--- src/hdl/bfsa_pkg.sv ---
// Shared types, codes and constants of the best-fit band allocator.
package bfsa_pkg;

    // Band table geometry
    localparam int MAX_BANDS = 16;
    localparam int IDX_W     = $clog2(MAX_BANDS);
    localparam int CNT_W     = $clog2(MAX_BANDS + 1);

    // Field widths
    localparam int POS_W  = 12;
    localparam int SIZE_W = 13;

    // Reset value of both atlas dimensions
    localparam logic [SIZE_W-1:0] ATLAS_RST = SIZE_W'(1024);

    // Operation codes
    localparam logic [1:0] OP_ALLOC = 2'd0;
    localparam logic [1:0] OP_FREE  = 2'd1;
    localparam logic [1:0] OP_PLACE = 2'd2;

    // Configuration register indexes
    localparam logic CFG_WIDTH  = 1'b0;
    localparam logic CFG_HEIGHT = 1'b1;

    // Result status codes
    typedef enum logic [2:0] {
        ST_OK        = 3'd0,
        ST_TOO_TALL  = 3'd1,
        ST_NO_FIT    = 3'd2,
        ST_FULL      = 3'd3,
        ST_GLYPH_OOR = 3'd4
    } t_status;

    typedef struct packed {
        logic [1:0]        op;
        logic [SIZE_W-1:0] req_height;
        logic [POS_W-1:0]  band_pos;
        logic [SIZE_W-1:0] glyph_width;
    } t_in;

    typedef struct packed {
        logic [2:0]       status;
        logic [POS_W-1:0] slice_pos;
        logic [POS_W-1:0] glyph_x;
        logic [POS_W-1:0] glyph_y;
    } t_out;

    // One entry of the free band table
    typedef struct packed {
        logic [POS_W-1:0]  top;
        logic [SIZE_W-1:0] size;
    } t_band;

    // Shared adder operations
    typedef enum logic [1:0] {
        ALU_ADD,
        ALU_ADD1,
        ALU_SUB
    } t_alu_op;

    // Sequencer states
    typedef enum logic [3:0] {
        S_INIT,
        S_IDLE,
        S_CHECK,
        S_SCAN,
        S_SHIFT,
        S_APPEND,
        S_FREE,
        S_PWRAP,
        S_PBUMP,
        S_PFIT,
        S_PCOMMIT,
        S_DONE
    } t_state;

    // Clamp a 14-bit sum to the 13-bit range
    function automatic logic [SIZE_W-1:0] sat13(input logic [SIZE_W:0] v);
        return v[SIZE_W] ? {SIZE_W{1'b1}} : v[SIZE_W-1:0];
    endfunction

endpackage

--- src/hdl/best_fit_slice_allocator.sv ---
// Top level: sequencer of the best-fit band allocator with glyph shelf packing.
//
// Input channel i_in_*: one item (op, req_height, band_pos, glyph_width) is
// transferred when i_in_valid is high and o_in_stall is low. Output channel
// o_out_*: one result (status, slice_pos, glyph_x, glyph_y) per item,
// transferred when o_out_valid is high and i_out_stall is low.
// Configuration: i_cfg_index 0 writes atlas_width, 1 writes atlas_height;
// o_cfg_ready is always high. Write only while the block is idle.
// Work per item depends on the op: an allocate that is not too tall scans all N
// bands in the table and, on a grant, compacts the entries after the chosen one;
// the band table gives one registered read per cycle, once per entry while
// scanning and once per later entry while compacting.
// One item is in work at a time; o_in_stall is high from the transfer until
// the result is loaded into the output register, so a new item is taken at the
// earliest in the cycle after that. The output register holds one finished
// result so the next item may start while it waits.
// Reset (synchronous, active low) sets both atlas dimensions to 1024; after
// release the sequencer first writes the initial full-height band, with
// o_in_stall high while it does so. A stalled result holds unchanged,
// and the sequencer waits in its last step until the register frees up.
module best_fit_slice_allocator (
    input  logic                         i_clk,
    input  logic                         i_rst_n,
    input  logic                         i_in_valid,
    output logic                         o_in_stall,
    input  bfsa_pkg::t_in                i_in_data,
    output logic                         o_out_valid,
    input  logic                         i_out_stall,
    output bfsa_pkg::t_out               o_out_data,
    input  logic                         i_cfg_valid,
    output logic                         o_cfg_ready,
    input  logic                         i_cfg_index,
    input  logic [bfsa_pkg::SIZE_W-1:0]  i_cfg_data
);
    import bfsa_pkg::*;

    t_state            r_state, n_state;
    logic [SIZE_W-1:0] r_atlas_w, r_atlas_h;
    logic [SIZE_W-1:0] r_req, n_req;
    logic [POS_W-1:0]  r_bpos, n_bpos;
    logic [SIZE_W-1:0] r_gw, n_gw;
    logic [CNT_W-1:0]  r_count, n_count;
    logic [SIZE_W-1:0] r_cx, n_cx, r_cy, n_cy, r_rm, n_rm;
    logic [CNT_W-1:0]  r_idx, n_idx;
    logic              r_pend, n_pend;
    logic [IDX_W-1:0]  r_pend_idx, n_pend_idx;
    logic              r_found, n_found;
    logic [SIZE_W-1:0] r_best_diff, n_best_diff;
    logic [IDX_W-1:0]  r_best_idx, n_best_idx;
    logic [POS_W-1:0]  r_best_top, n_best_top;
    logic [SIZE_W-1:0] r_px, n_px, r_py, n_py, r_pm, n_pm;
    t_out              r_res, n_res;
    t_out              r_out, n_out;
    logic              r_out_vld, n_out_vld;

    logic              in_xfer;
    logic              mem_we;
    logic [IDX_W-1:0]  mem_wr_addr;
    t_band             mem_wr_data;
    logic [IDX_W-1:0]  mem_rd_addr;
    t_band             mem_rd_data;
    t_alu_op           alu_op;
    logic [SIZE_W-1:0] alu_a, alu_b;
    logic [SIZE_W:0]   alu_res;

    bfsa_band_mem u_mem (
        .i_clk     (i_clk),
        .i_we      (mem_we),
        .i_wr_addr (mem_wr_addr),
        .i_wr_data (mem_wr_data),
        .i_rd_addr (mem_rd_addr),
        .o_rd_data (mem_rd_data)
    );

    bfsa_alu u_alu (
        .i_op  (alu_op),
        .i_a   (alu_a),
        .i_b   (alu_b),
        .o_res (alu_res)
    );

    assign o_in_stall  = (r_state != S_IDLE);
    assign in_xfer     = i_in_valid && !o_in_stall;
    assign o_out_valid = r_out_vld;
    assign o_out_data  = r_out;
    assign o_cfg_ready = 1'b1;

    // Configuration registers
    always_ff @(posedge i_clk) begin
        if (!i_rst_n) begin
            r_atlas_w <= ATLAS_RST;
            r_atlas_h <= ATLAS_RST;
        end else if (i_cfg_valid && o_cfg_ready) begin
            if (i_cfg_index == CFG_WIDTH) begin
                r_atlas_w <= i_cfg_data;
            end else begin
                r_atlas_h <= i_cfg_data;
            end
        end
    end

    // State and control registers
    always_ff @(posedge i_clk) begin
        if (!i_rst_n) begin
            r_state   <= S_INIT;
            r_count   <= CNT_W'(1);
            r_cx      <= '0;
            r_cy      <= '0;
            r_rm      <= '0;
            r_out_vld <= 1'b0;
            r_pend    <= 1'b0;
            r_found   <= 1'b0;
        end else begin
            r_state   <= n_state;
            r_count   <= n_count;
            r_cx      <= n_cx;
            r_cy      <= n_cy;
            r_rm      <= n_rm;
            r_out_vld <= n_out_vld;
            r_pend    <= n_pend;
            r_found   <= n_found;
        end
    end

    // Working payload registers
    always_ff @(posedge i_clk) begin
        r_req       <= n_req;
        r_bpos      <= n_bpos;
        r_gw        <= n_gw;
        r_idx       <= n_idx;
        r_pend_idx  <= n_pend_idx;
        r_best_diff <= n_best_diff;
        r_best_idx  <= n_best_idx;
        r_best_top  <= n_best_top;
        r_px        <= n_px;
        r_py        <= n_py;
        r_pm        <= n_pm;
        r_res       <= n_res;
        r_out       <= n_out;
    end

    // Sequencer: next state, memory and adder control
    always_comb begin
        n_state     = r_state;
        n_req       = r_req;
        n_bpos      = r_bpos;
        n_gw        = r_gw;
        n_count     = r_count;
        n_cx        = r_cx;
        n_cy        = r_cy;
        n_rm        = r_rm;
        n_idx       = r_idx;
        n_pend      = r_pend;
        n_pend_idx  = r_pend_idx;
        n_found     = r_found;
        n_best_diff = r_best_diff;
        n_best_idx  = r_best_idx;
        n_best_top  = r_best_top;
        n_px        = r_px;
        n_py        = r_py;
        n_pm        = r_pm;
        n_res       = r_res;
        n_out       = r_out;
        n_out_vld   = r_out_vld;
        mem_we      = 1'b0;
        mem_wr_addr = '0;
        mem_wr_data = '0;
        mem_rd_addr = r_idx[IDX_W-1:0];
        alu_op      = ALU_ADD;
        alu_a       = '0;
        alu_b       = '0;

        // Drain the output register
        if (r_out_vld && !i_out_stall) begin
            n_out_vld = 1'b0;
        end

        case (r_state)
            S_INIT: begin
                // Write the initial full-height band
                mem_we      = 1'b1;
                mem_wr_addr = '0;
                mem_wr_data = '{top: '0, size: ATLAS_RST};
                n_state     = S_IDLE;
            end
            S_IDLE: begin
                if (in_xfer) begin
                    n_req  = i_in_data.req_height;
                    n_bpos = i_in_data.band_pos;
                    n_gw   = i_in_data.glyph_width;
                    n_res  = '0;
                    case (i_in_data.op)
                        OP_ALLOC: n_state = S_CHECK;
                        OP_FREE:  n_state = S_FREE;
                        OP_PLACE: n_state = S_PWRAP;
                        default:  n_state = S_DONE;
                    endcase
                end
            end
            S_CHECK: begin
                // Reject requests taller than the atlas, then arm the scan
                alu_op      = ALU_SUB;
                alu_a       = r_atlas_h;
                alu_b       = r_req;
                n_idx       = '0;
                n_pend      = 1'b0;
                n_found     = 1'b0;
                n_best_diff = r_atlas_h;
                if (alu_res[SIZE_W]) begin
                    n_res.status = ST_TOO_TALL;
                    n_state      = S_DONE;
                end else begin
                    n_state = S_SCAN;
                end
            end
            S_SCAN: begin
                // Read one entry per cycle, evaluate the previous read
                alu_op = ALU_SUB;
                alu_a  = mem_rd_data.size;
                alu_b  = r_req;
                if (r_pend && !alu_res[SIZE_W] &&
                    (alu_res[SIZE_W-1:0] < r_best_diff)) begin
                    n_best_diff = alu_res[SIZE_W-1:0];
                    n_best_idx  = r_pend_idx;
                    n_best_top  = mem_rd_data.top;
                    n_found     = 1'b1;
                end
                n_pend     = (r_idx < r_count);
                n_pend_idx = r_idx[IDX_W-1:0];
                if (r_idx < r_count) begin
                    n_idx = r_idx + CNT_W'(1);
                end
                if (!r_pend && !(r_idx < r_count)) begin
                    n_pend = 1'b0;
                    if (r_found) begin
                        n_idx   = CNT_W'(r_best_idx) + CNT_W'(1);
                        n_state = S_SHIFT;
                    end else begin
                        n_res.status = ST_NO_FIT;
                        n_state      = S_DONE;
                    end
                end
            end
            S_SHIFT: begin
                // Move each later entry down by one, keeping order
                if (r_pend) begin
                    mem_we      = 1'b1;
                    mem_wr_addr = r_pend_idx;
                    mem_wr_data = mem_rd_data;
                end
                n_pend     = (r_idx < r_count);
                n_pend_idx = IDX_W'(r_idx - CNT_W'(1));
                if (r_idx < r_count) begin
                    n_idx = r_idx + CNT_W'(1);
                end
                if (!r_pend && !(r_idx < r_count)) begin
                    n_pend  = 1'b0;
                    n_count = r_count - CNT_W'(1);
                    n_state = S_APPEND;
                end
            end
            S_APPEND: begin
                // Append the remainder band, if nonzero, and restart the shelf cursor
                alu_op = ALU_ADD;
                alu_a  = {1'b0, r_best_top};
                alu_b  = r_req;
                if (r_best_diff != '0) begin
                    mem_we      = 1'b1;
                    mem_wr_addr = r_count[IDX_W-1:0];
                    mem_wr_data = '{top: alu_res[POS_W-1:0], size: r_best_diff};
                    n_count     = r_count + CNT_W'(1);
                end
                n_cx            = '0;
                n_cy            = {1'b0, r_best_top};
                n_rm            = '0;
                n_res.status    = ST_OK;
                n_res.slice_pos = r_best_top;
                n_state         = S_DONE;
            end
            S_FREE: begin
                // Append the freed band unless the table is full
                if (r_count >= CNT_W'(MAX_BANDS)) begin
                    n_res.status = ST_FULL;
                end else begin
                    mem_we      = 1'b1;
                    mem_wr_addr = r_count[IDX_W-1:0];
                    mem_wr_data = '{top: r_bpos, size: r_req};
                    n_count     = r_count + CNT_W'(1);
                end
                n_state = S_DONE;
            end
            S_PWRAP: begin
                // Test the right edge
                alu_op = ALU_ADD;
                alu_a  = r_cx;
                alu_b  = r_gw;
                n_px   = r_cx;
                n_py   = r_cy;
                n_pm   = r_rm;
                if (alu_res >= {1'b0, r_atlas_w}) begin
                    n_px    = '0;
                    n_state = S_PBUMP;
                end else begin
                    n_state = S_PFIT;
                end
            end
            S_PBUMP: begin
                // Open a new shelf below the tallest glyph
                alu_op  = ALU_ADD1;
                alu_a   = r_py;
                alu_b   = r_pm;
                n_py    = sat13(alu_res);
                n_pm    = '0;
                n_state = S_PFIT;
            end
            S_PFIT: begin
                // Test the bottom edge
                alu_op        = ALU_ADD;
                alu_a         = r_py;
                alu_b         = r_req;
                n_res.glyph_x = r_px[POS_W-1:0];
                n_res.glyph_y = r_py[POS_W-1:0];
                if (alu_res > {1'b0, r_atlas_h}) begin
                    n_res.status = ST_GLYPH_OOR;
                    n_state      = S_DONE;
                end else begin
                    n_state = S_PCOMMIT;
                end
            end
            S_PCOMMIT: begin
                // Advance the cursor past the glyph
                alu_op       = ALU_ADD1;
                alu_a        = r_px;
                alu_b        = r_gw;
                n_cx         = sat13(alu_res);
                n_cy         = r_py;
                n_rm         = (r_req > r_pm) ? r_req : r_pm;
                n_res.status = ST_OK;
                n_state      = S_DONE;
            end
            S_DONE: begin
                // Load the output register once it is free
                if (!r_out_vld || !i_out_stall) begin
                    n_out     = r_res;
                    n_out_vld = 1'b1;
                    n_state   = S_IDLE;
                end
            end
            default: begin
                n_state = S_IDLE;
            end
        endcase
    end

`ifndef SYNTH
    // Band count never exceeds the table depth
    a_count_range: assert property (@(posedge i_clk) disable iff (!i_rst_n)
        r_count <= CNT_W'(MAX_BANDS))
        else $error("band count above table depth");

    // An accepted item keeps the input stalled in the next cycle
    a_one_item: assert property (@(posedge i_clk) disable iff (!i_rst_n)
        in_xfer |=> o_in_stall)
        else $error("input not stalled after transfer");

    // Compaction never writes the entry it is reading
    a_shift_ports: assert property (@(posedge i_clk) disable iff (!i_rst_n)
        (r_state == S_SHIFT && mem_we) |-> (mem_wr_addr != mem_rd_addr))
        else $error("compaction read and write collide");

    // A result stalled at the output is not overwritten
    a_out_hold: assert property (@(posedge i_clk) disable iff (!i_rst_n)
        (o_out_valid && i_out_stall) |=> (o_out_valid && $stable(o_out_data)))
        else $error("stalled result changed");
`endif

endmodule

--- src/hdl/bfsa_band_mem.sv ---
// Free band table memory: one write port, one registered read port.
module bfsa_band_mem (
    input  logic                        i_clk,
    input  logic                        i_we,
    input  logic [bfsa_pkg::IDX_W-1:0]  i_wr_addr,
    input  bfsa_pkg::t_band             i_wr_data,
    input  logic [bfsa_pkg::IDX_W-1:0]  i_rd_addr,
    output bfsa_pkg::t_band             o_rd_data
);
    import bfsa_pkg::*;

    t_band r_mem [MAX_BANDS];
    t_band r_rd_data;

    // Write entry
    always_ff @(posedge i_clk) begin
        if (i_we) begin
            r_mem[i_wr_addr] <= i_wr_data;
        end
    end

    // Register read data
    always_ff @(posedge i_clk) begin
        r_rd_data <= r_mem[i_rd_addr];
    end

    assign o_rd_data = r_rd_data;

endmodule

--- src/hdl/bfsa_alu.sv ---
// Shared 13-bit adder/subtractor used by the check, scan, append and placement steps.
module bfsa_alu (
    input  bfsa_pkg::t_alu_op             i_op,
    input  logic [bfsa_pkg::SIZE_W-1:0]   i_a,
    input  logic [bfsa_pkg::SIZE_W-1:0]   i_b,
    output logic [bfsa_pkg::SIZE_W:0]     o_res
);
    import bfsa_pkg::*;

    // Add, add with carry in, or subtract with borrow in the top bit
    always_comb begin
        case (i_op)
            ALU_ADD:  o_res = {1'b0, i_a} + {1'b0, i_b};
            ALU_ADD1: o_res = {1'b0, i_a} + {1'b0, i_b} + (SIZE_W+1)'(1);
            ALU_SUB:  o_res = {1'b0, i_a} - {1'b0, i_b};
            default:  o_res = '0;
        endcase
    end

endmodule

--- config.mk ---
export PLATFORM = sky130hd
export DESIGN_NAME = best_fit_slice_allocator
export DESIGN_NICKNAME = d
export VERILOG_FILES = /design/src/hdl/bfsa_pkg.sv /design/src/hdl/best_fit_slice_allocator.sv /design/src/hdl/bfsa_band_mem.sv /design/src/hdl/bfsa_alu.sv
export SDC_FILE = /design/constraint.sdc
export NUM_CORES = 1
export LEC_CHECK = 0
export BUFFER_PORTS_ARGS = -buffer_cell sky130_fd_sc_hd__buf_2
export CAP_MARGIN = 20
export CORE_MARGIN = 2
export CORE_UTILIZATION = 35
export DETAILED_ROUTE_END_ITERATION = 6
export PLACE_DENSITY = 0.54
export RECOVER_POWER = 25
export SLEW_MARGIN = 20
export SYNTH_ARGS = -nofsm -noshare
export SYNTH_HDL_FRONTEND = slang
export SYNTH_SLANG_ARGS = --single-unit
--- constraint.sdc ---
create_clock -name i_clk -period 10.8 [get_ports i_clk]
set_input_delay 1.08 -clock i_clk [delete_from_list [all_inputs] [get_ports i_clk]]
set_output_delay 1.08 -clock i_clk [all_outputs]
set_load 0.01 [all_outputs]
---- After elaboration in Yosys (flattened, before gate mapping) ----
Memory sizes are Yosys's and may differ from the RTL's. A register that Yosys moved wholly into a read port is not among the register bits.
Cells that the tools add are included.
operators by class
  add/subtract/negate cells ............... 8
  $lt $le $gt $ge ......................... 6
  equal/unequal tests ..................... 27
  multiplexer cells ....................... 62
  bitwise operators ....................... 1
  reduce and logical (&&, ||, !) cells .... 45
operator list
  kind                     number
  $pmux W13 S2             6
  $pmux W25 S4             1
  $pmux W13 S6             1
  $mux W25                 3
  $pmux W24 S2             1
  $pmux W14 S3             1
  $mux W13                 3
  $mux W39                 1
  $pmux W13 S3             1
  $mux W4                  9
  $pmux W4 S9              1
  $mux W5                  6
  $pmux W5 S3              2
  $pmux W12 S2             1
  $pmux W4 S3              2
  $ne A2 B2 Y1 const B     11
  $pmux W3 S6              1
  $eq A4 B3 Y1 const B     4
  $eq A4 B4 Y1 const B     4
  $reduce_and A2 Y1        8
  $mux W3                  5
  $add A13 B13 Y14         1
  $add A14 B1 Y14 const B  1
  $ge A14 B13 Y1           1
  35 further kinds         74
storage, ports and cells
  register bits after elaboration ......... 270
  memory bits (writable) .................. 400
  bits of input ports ..................... 59
  memories ................................ 1
memory list
  name         words  width  rd ports  clocked after memory_dff  write ports  RTL line             RTL
  u_mem.r_mem  16     25     1         1                         1            bfsa_band_mem.sv:12  t_band r_mem [MAX_BANDS];

---- Longest topological paths before layout ----
  word-level depth ........................ 11
  gate-level depth with buffers ........... 28
  gate-level depth less buffers ........... 25

---- Cells and area by module ----
A second synthesis with hierarchy kept.
unflattened totals
  cell total of the unflattened synthesis .. 2043
  area, all modules ....................... 29965.0 µm²
modules (own cells, without submodules)
  module                    instances  cells an instance  area each (µm²)
  bfsa_band_mem             1          660                15551.2
  best_fit_slice_allocator  1          1131               12658.4
  bfsa_alu                  1          252                1755.4

---- Least setup slack after synthesis ----
OpenSTA, ideal clock, no wires.
  path type ............................... reg2reg
  start ................................... register r_state[1]
  end ..................................... register r_best_diff[0], enable pin
  arrival time ............................ 7.740 ns
  required time ........................... 10.473 ns
  setup slack ............................. 2.733 ns
  stages on the path, launching flop included .. 26
  buffers on the path ..................... 2
  cells stage by stage .................... dfxtp_1 -> clkbuf_1 -> nor2_1 -> nand3_1 -> inv_1 -> or3_1 -> clkbuf_1 -> a222oi_1 -> inv_1 -> ha_1 -> fa_1 -> xnor2_1 -> nand2_1 -> or3_1 -> a221oi_1 -> nor3b_1 -> nor3_1 -> inv_1 -> ha_1 -> a21o_1 -> a21oi_1 -> o21bai_1 -> a2111oi_0 -> nor3_1 -> a2111oi_1 -> or2_2
between the ends
  word-level cells in the longest chain between the ends .. 11
  elaborated cells between the ends (all ways) .. 29
ends and longest elaborated chain
  what                                                                       RTL line                         RTL
  start, declared                                                            best_fit_slice_allocator.sv:37   t_state r_state, n_state;
  start signal, assigned                                                     best_fit_slice_allocator.sv:114  r_state <= n_state;
  parallel branches: the longest is 10 deep, another holds $add A13 B13 Y14  --
  $reduce_and A2 Y1 (no line) (*)                                            --
  end signal, assigned                                                       best_fit_slice_allocator.sv:132  r_best_diff <= n_best_diff;
  end, declared                                                              best_fit_slice_allocator.sv:48   logic [SIZE_W-1:0] r_best_diff, n_best_diff;
Mark *: on every way between the ends.
A chain may end at the register's enable or synchronous reset.

---- Final worst setup path ----
  start ................................... register r_state[0]
  end ..................................... register r_res[38] in the netlist's numbering, enable pin
between the ends
  word-level cells in the longest chain between the ends .. 9
  elaborated cells between the ends (all ways) .. 37
ends and longest elaborated chain
  what                                                            RTL line                         RTL
  $eq A4 B4 Y1 (tied with other cells)                            best_fit_slice_allocator.sv:178  case (r_state)
  $reduce_or A4 Y1 (no line) or $reduce_or A2 Y1 (tied branches)  --
  $pmux W13 S3 or $pmux W13 S6 (tied branches)                    best_fit_slice_allocator.sv:178
  $add A13 B13 Y14                                                bfsa_alu.sv:13, bfsa_alu.sv:14
  $add A14 B1 Y14                                                 bfsa_alu.sv:14                   ALU_ADD1: o_res = {1'b0, i_a} + {1'b0, i_b} + (SIZE_W+1)'(1);
  $pmux W14 S3                                                    bfsa_alu.sv:12                   case (i_op)
  $gt A14 B13 Y1                                                  best_fit_slice_allocator.sv:323  if (alu_res > {1'b0, r_atlas_h}) begin
  $ne A2 B2 Y1 (no line)                                          --
  $reduce_and A7 Y1 (no line) (*)                                 --
  end signal, assigned                                            best_fit_slice_allocator.sv:138  r_res <= n_res;
  end, declared                                                   best_fit_slice_allocator.sv:52   t_out r_res, n_res;
Mark *: on every way between the ends. The rest lies on a longest branch, timed or not.

==> impl_metrics.toml <==
[run_status]
outcome = "complete, but fails checks"
violations = "design-rule violations, max-capacitance violations, max-slew violations"

[placement]
routabilityCongestion = 0.9087
placed_area_um2 = 32040
placedCellCount = 3194
dpl.hpwl_mm = 53.94
portBuffers = 99

[route]
wl_mm = 83.23
final_antenna_net_count = 0
via_count = 17970
drc = 9
drtIter0Drc = 1916
wl_per_cell_um = 24.96
via_per_inst = 5.389
firstDrtPassIters = 7

[logic_synthesis]
syn_area_um2 = 29920
synth_top_area_cell = "edfxtp_1"
ys_seq_area_frac = 0.6633
ys_warn_count = 0
synthTopCellsByArea = "edfxtp_1, mux4_2, dfxtp_1"
synthArstFlopShare = 0
syn_nets = 2151
synth_edf_count = 593
synth_top_area_share = 0.5951
synth_cell_types = 76
ys_ff_latch = 695
synthFlopType = "edfxtp_1"
syn-mean-instance-area_um2 = 14.97
netlist_instances = 1999

[sta]
timing.final.crit_share = 0.8296
fin_skew_ps = 45.12
hold_viol_final = 0
clock.fmax_mhz = 111.6
slew_headroom = -1.804
rsz0062_at_grt = "false"
min_period_ps = 8960
final_max_slew_viol_count = 130
tightest_slew_ps = 4207
setup_viol = 0
totalNegativeSetupSlack_ps = 0

[worst_setup_path]
crit_end = "r_res[38]"
worstPathArrival_ps = 9260
slowest_stage = "clkbuf_1"
cp_cell_sequence = "nor2b_1, nor2b_2, clkbuf_1, or3_1, a222oi_1, ha_1, nor2b_1, nor4_1, a2111oi_0, a211oi_1, o21ai_1, or3_1, a31oi_1, inv_1, ha_1, nand4_1, a211oi_1, nor4_1, nor3_1, o21bai_1, a2111oi_4"
reg2reg_depth = 21
regToRegSetupSlack_ps = 1840
r2r_end = "r_res[38]"
cp_max_fo = 25
startpoint_type = "flip-flop"
crit-reg2reg-launch = "r_state[0]"
slowest_delay_ps = 940
cp-end-kind = "flip-flop"
worst_ep_required_time_ps = 11100
worstSetupPathType = "flip-flop to flip-flop"
crit_start = "r_state[0]"

[final_layout]
syn2layout_area_growth_pct = 15.36
finish.instance_area_um2 = 34520
fin_cells = 3335
antennaDiodeCount = 0
drive_gt1_frac = 0.1743
nNetsFinal = 2281

[clock_tree]
cts_resized = 0
ctsRootBufferMaster = "clkbuf_16"
h-tree-depth = 3
cts_tree = "yes"
clkTransAtPathRegs_ps = 60
clock_latency_ps = 650
cts_setup_buffers = 0
max-clock-path-buffers = 3
hold_buffers = 0
clock_sinks = 695
numCtsBuffers = 75

[power_and_ir_drop]
p_leak_nw = 12.57
power_mw = 7.042
power_density_nw_per_um2 = 204.0
ir_drop_v = 0.0001212

[floorplanning]
die_x_um = 296.4
fp.dieH_um = 296.4
io_pins = 101
core_area_um2 = 85010
die-area_um2 = 87860
initial_utilization = 0.3520
rows = 107

[global_routing]
antenna_found_initial = 3
grt_max_degree = 107
grt_pass1_wl_mm = 122.2
track_usage = 0.1909
grt_pass1_vias = 17900
grt-ovfl-total = 0

[run]
drv_cap = 3

[worst_hold_path]
hold_path_class = "flip-flop to flip-flop"
[cell usage after synthesis (7+ instances only)]
| cell type | count |
|---|---|
| a21oi_1 | 59 |
| nand2b_1 | 15 |
| dfxtp_1 | 102 |
| o211ai_1 | 7 |
| nor2b_1 | 54 |
| clkbuf_1 | 81 |
| mux4_2 | 125 |
| nor4_1 | 9 |
| edfxtp_1 | 593 |
| inv_1 | 114 |
| mux2i_1 | 13 |
| nor3_1 | 17 |
| ha_1 | 90 |
| a22oi_1 | 18 |
| xnor2_1 | 22 |
| xor2_1 | 10 |
| a222oi_1 | 37 |
| nor2_1 | 108 |
| or2_2 | 7 |
| and2_1 | 53 |
| o21ai_0 | 79 |
| nand4_1 | 10 |
| buf_1 | 13 |
| nand3_1 | 17 |
| a221oi_1 | 28 |
| a21boi_0 | 30 |
| a21o_1 | 18 |
| nand2_1 | 151 |
| o21a_1 | 13 |
[worst max-delay path: cells and delay by family, from the launching register on]
family | cells | cell delay [ps]
adder cells (fa/ha/maj) | 2 | 1000
AO/OA/AOI/OAI | 8 | 2860
flip-flops | 1 | 830
AND/OR/NAND/NOR | 9 | 2650
buffers and inverters | 2 | 1220
[registers in the layout (all words and copies together), names as in the netlist, 25 cells and up]
register         count
u_mem.r_mem        400
o_out_data          39
r_res               39
u_mem.o_rd_data     25
[per-layer routing]
layer	vias up	wire length (um)	global-route usage
met4	0	2540	0.06307
met3	137	5227	0.03131
li1	7953	-	-
met1	9209	35080	0.2545
met5	-	0	0
met2	674	40380	0.3181
[power by group]
| part | internal [mW] | total (mW) | switching (mW) |
|---|---|---|---|
| registers | 3.04 | 3.15 | 0.104 |
| logic | 0.484 | 1.30 | 0.816 |
| clock network | 1.50 | 2.60 | 1.09 |
[how the worst min path moves through the flow]
stage,start,to,slack [ps],cells past startpoint
global route,r_res[24],o_out_data[24],430,0
detailed placement,r_res[32],o_out_data[32],400,0
floorplan,r_res[0],o_out_data[0],400,0
finish,r_res[9],o_out_data[9],420,0
CTS,r_res[9],o_out_data[9],420,0
global placement,r_res[10],o_out_data[10],410,0
[through the flow]
stage                     worst slack, ps  hold WS (ps)    util
after detailed placement             2636         404.5  0.3768
final                                1840         416.9  0.4061
after global placement               2856         410.8  0.3768
after global routing                 1384         431.9  0.4061
after floorplan                      2733         400.3       -
after CTS                            2561         417.1  0.4068
[layout make-up]
type / count / area, um^2
Tap cell: 1144 / 1431
Clock buffer: 99 / 2047
Clock inverter: 40 / 501.7
Timing Repair Buffer: 152 / 844.6
Sequential cell: 695 / 19850
Fill cell: 7720 / 50490
Multi-Input combinational cell: 1090 / 9415
Inverter: 115 / 431.7
[layout by cell type, fill, tap and decap left out, types with 13 or more instances in the layout]
cell / count
dfxtp_1: 102
ha_1: 90
buf_2: 52
a222oi_1: 37
nor3_1: 16
a21oi_1: 59
xnor2_1: 22
a22oi_1: 18
clkbuf_16: 75
nand3_1: 17
a21boi_0: 30
and2_0: 34
a221oi_1: 28
nor2_1: 90
mux4_2: 125
inv_1: 114
o21ai_0: 79
nor2b_1: 53
a21o_1: 18
o21a_1: 13
nand2b_1: 15
edfxtp_1: 593
and2_1: 19
mux2i_1: 13
nand2_1: 151
nor2_4: 16
clkbuf_1: 69
buf_4: 45
[kinds of logic after synthesis]
group / Yosys count / share of synthesized area
flip-flops: 695 / 0.6633
AND/OR/NAND/NOR: 465 / 0.07543
AO/OA/AOI/OAI: 356 / 0.08413
buffers and inverters: 214 / 0.02734
multiplexers: 143 / 0.1007
adder cells (fa/ha/maj): 93 / 0.03964
XOR/XNOR: 32 / 0.009365
other: 1 / 0.0001253
No activity file was read; power rests on OpenSTA's default activity.
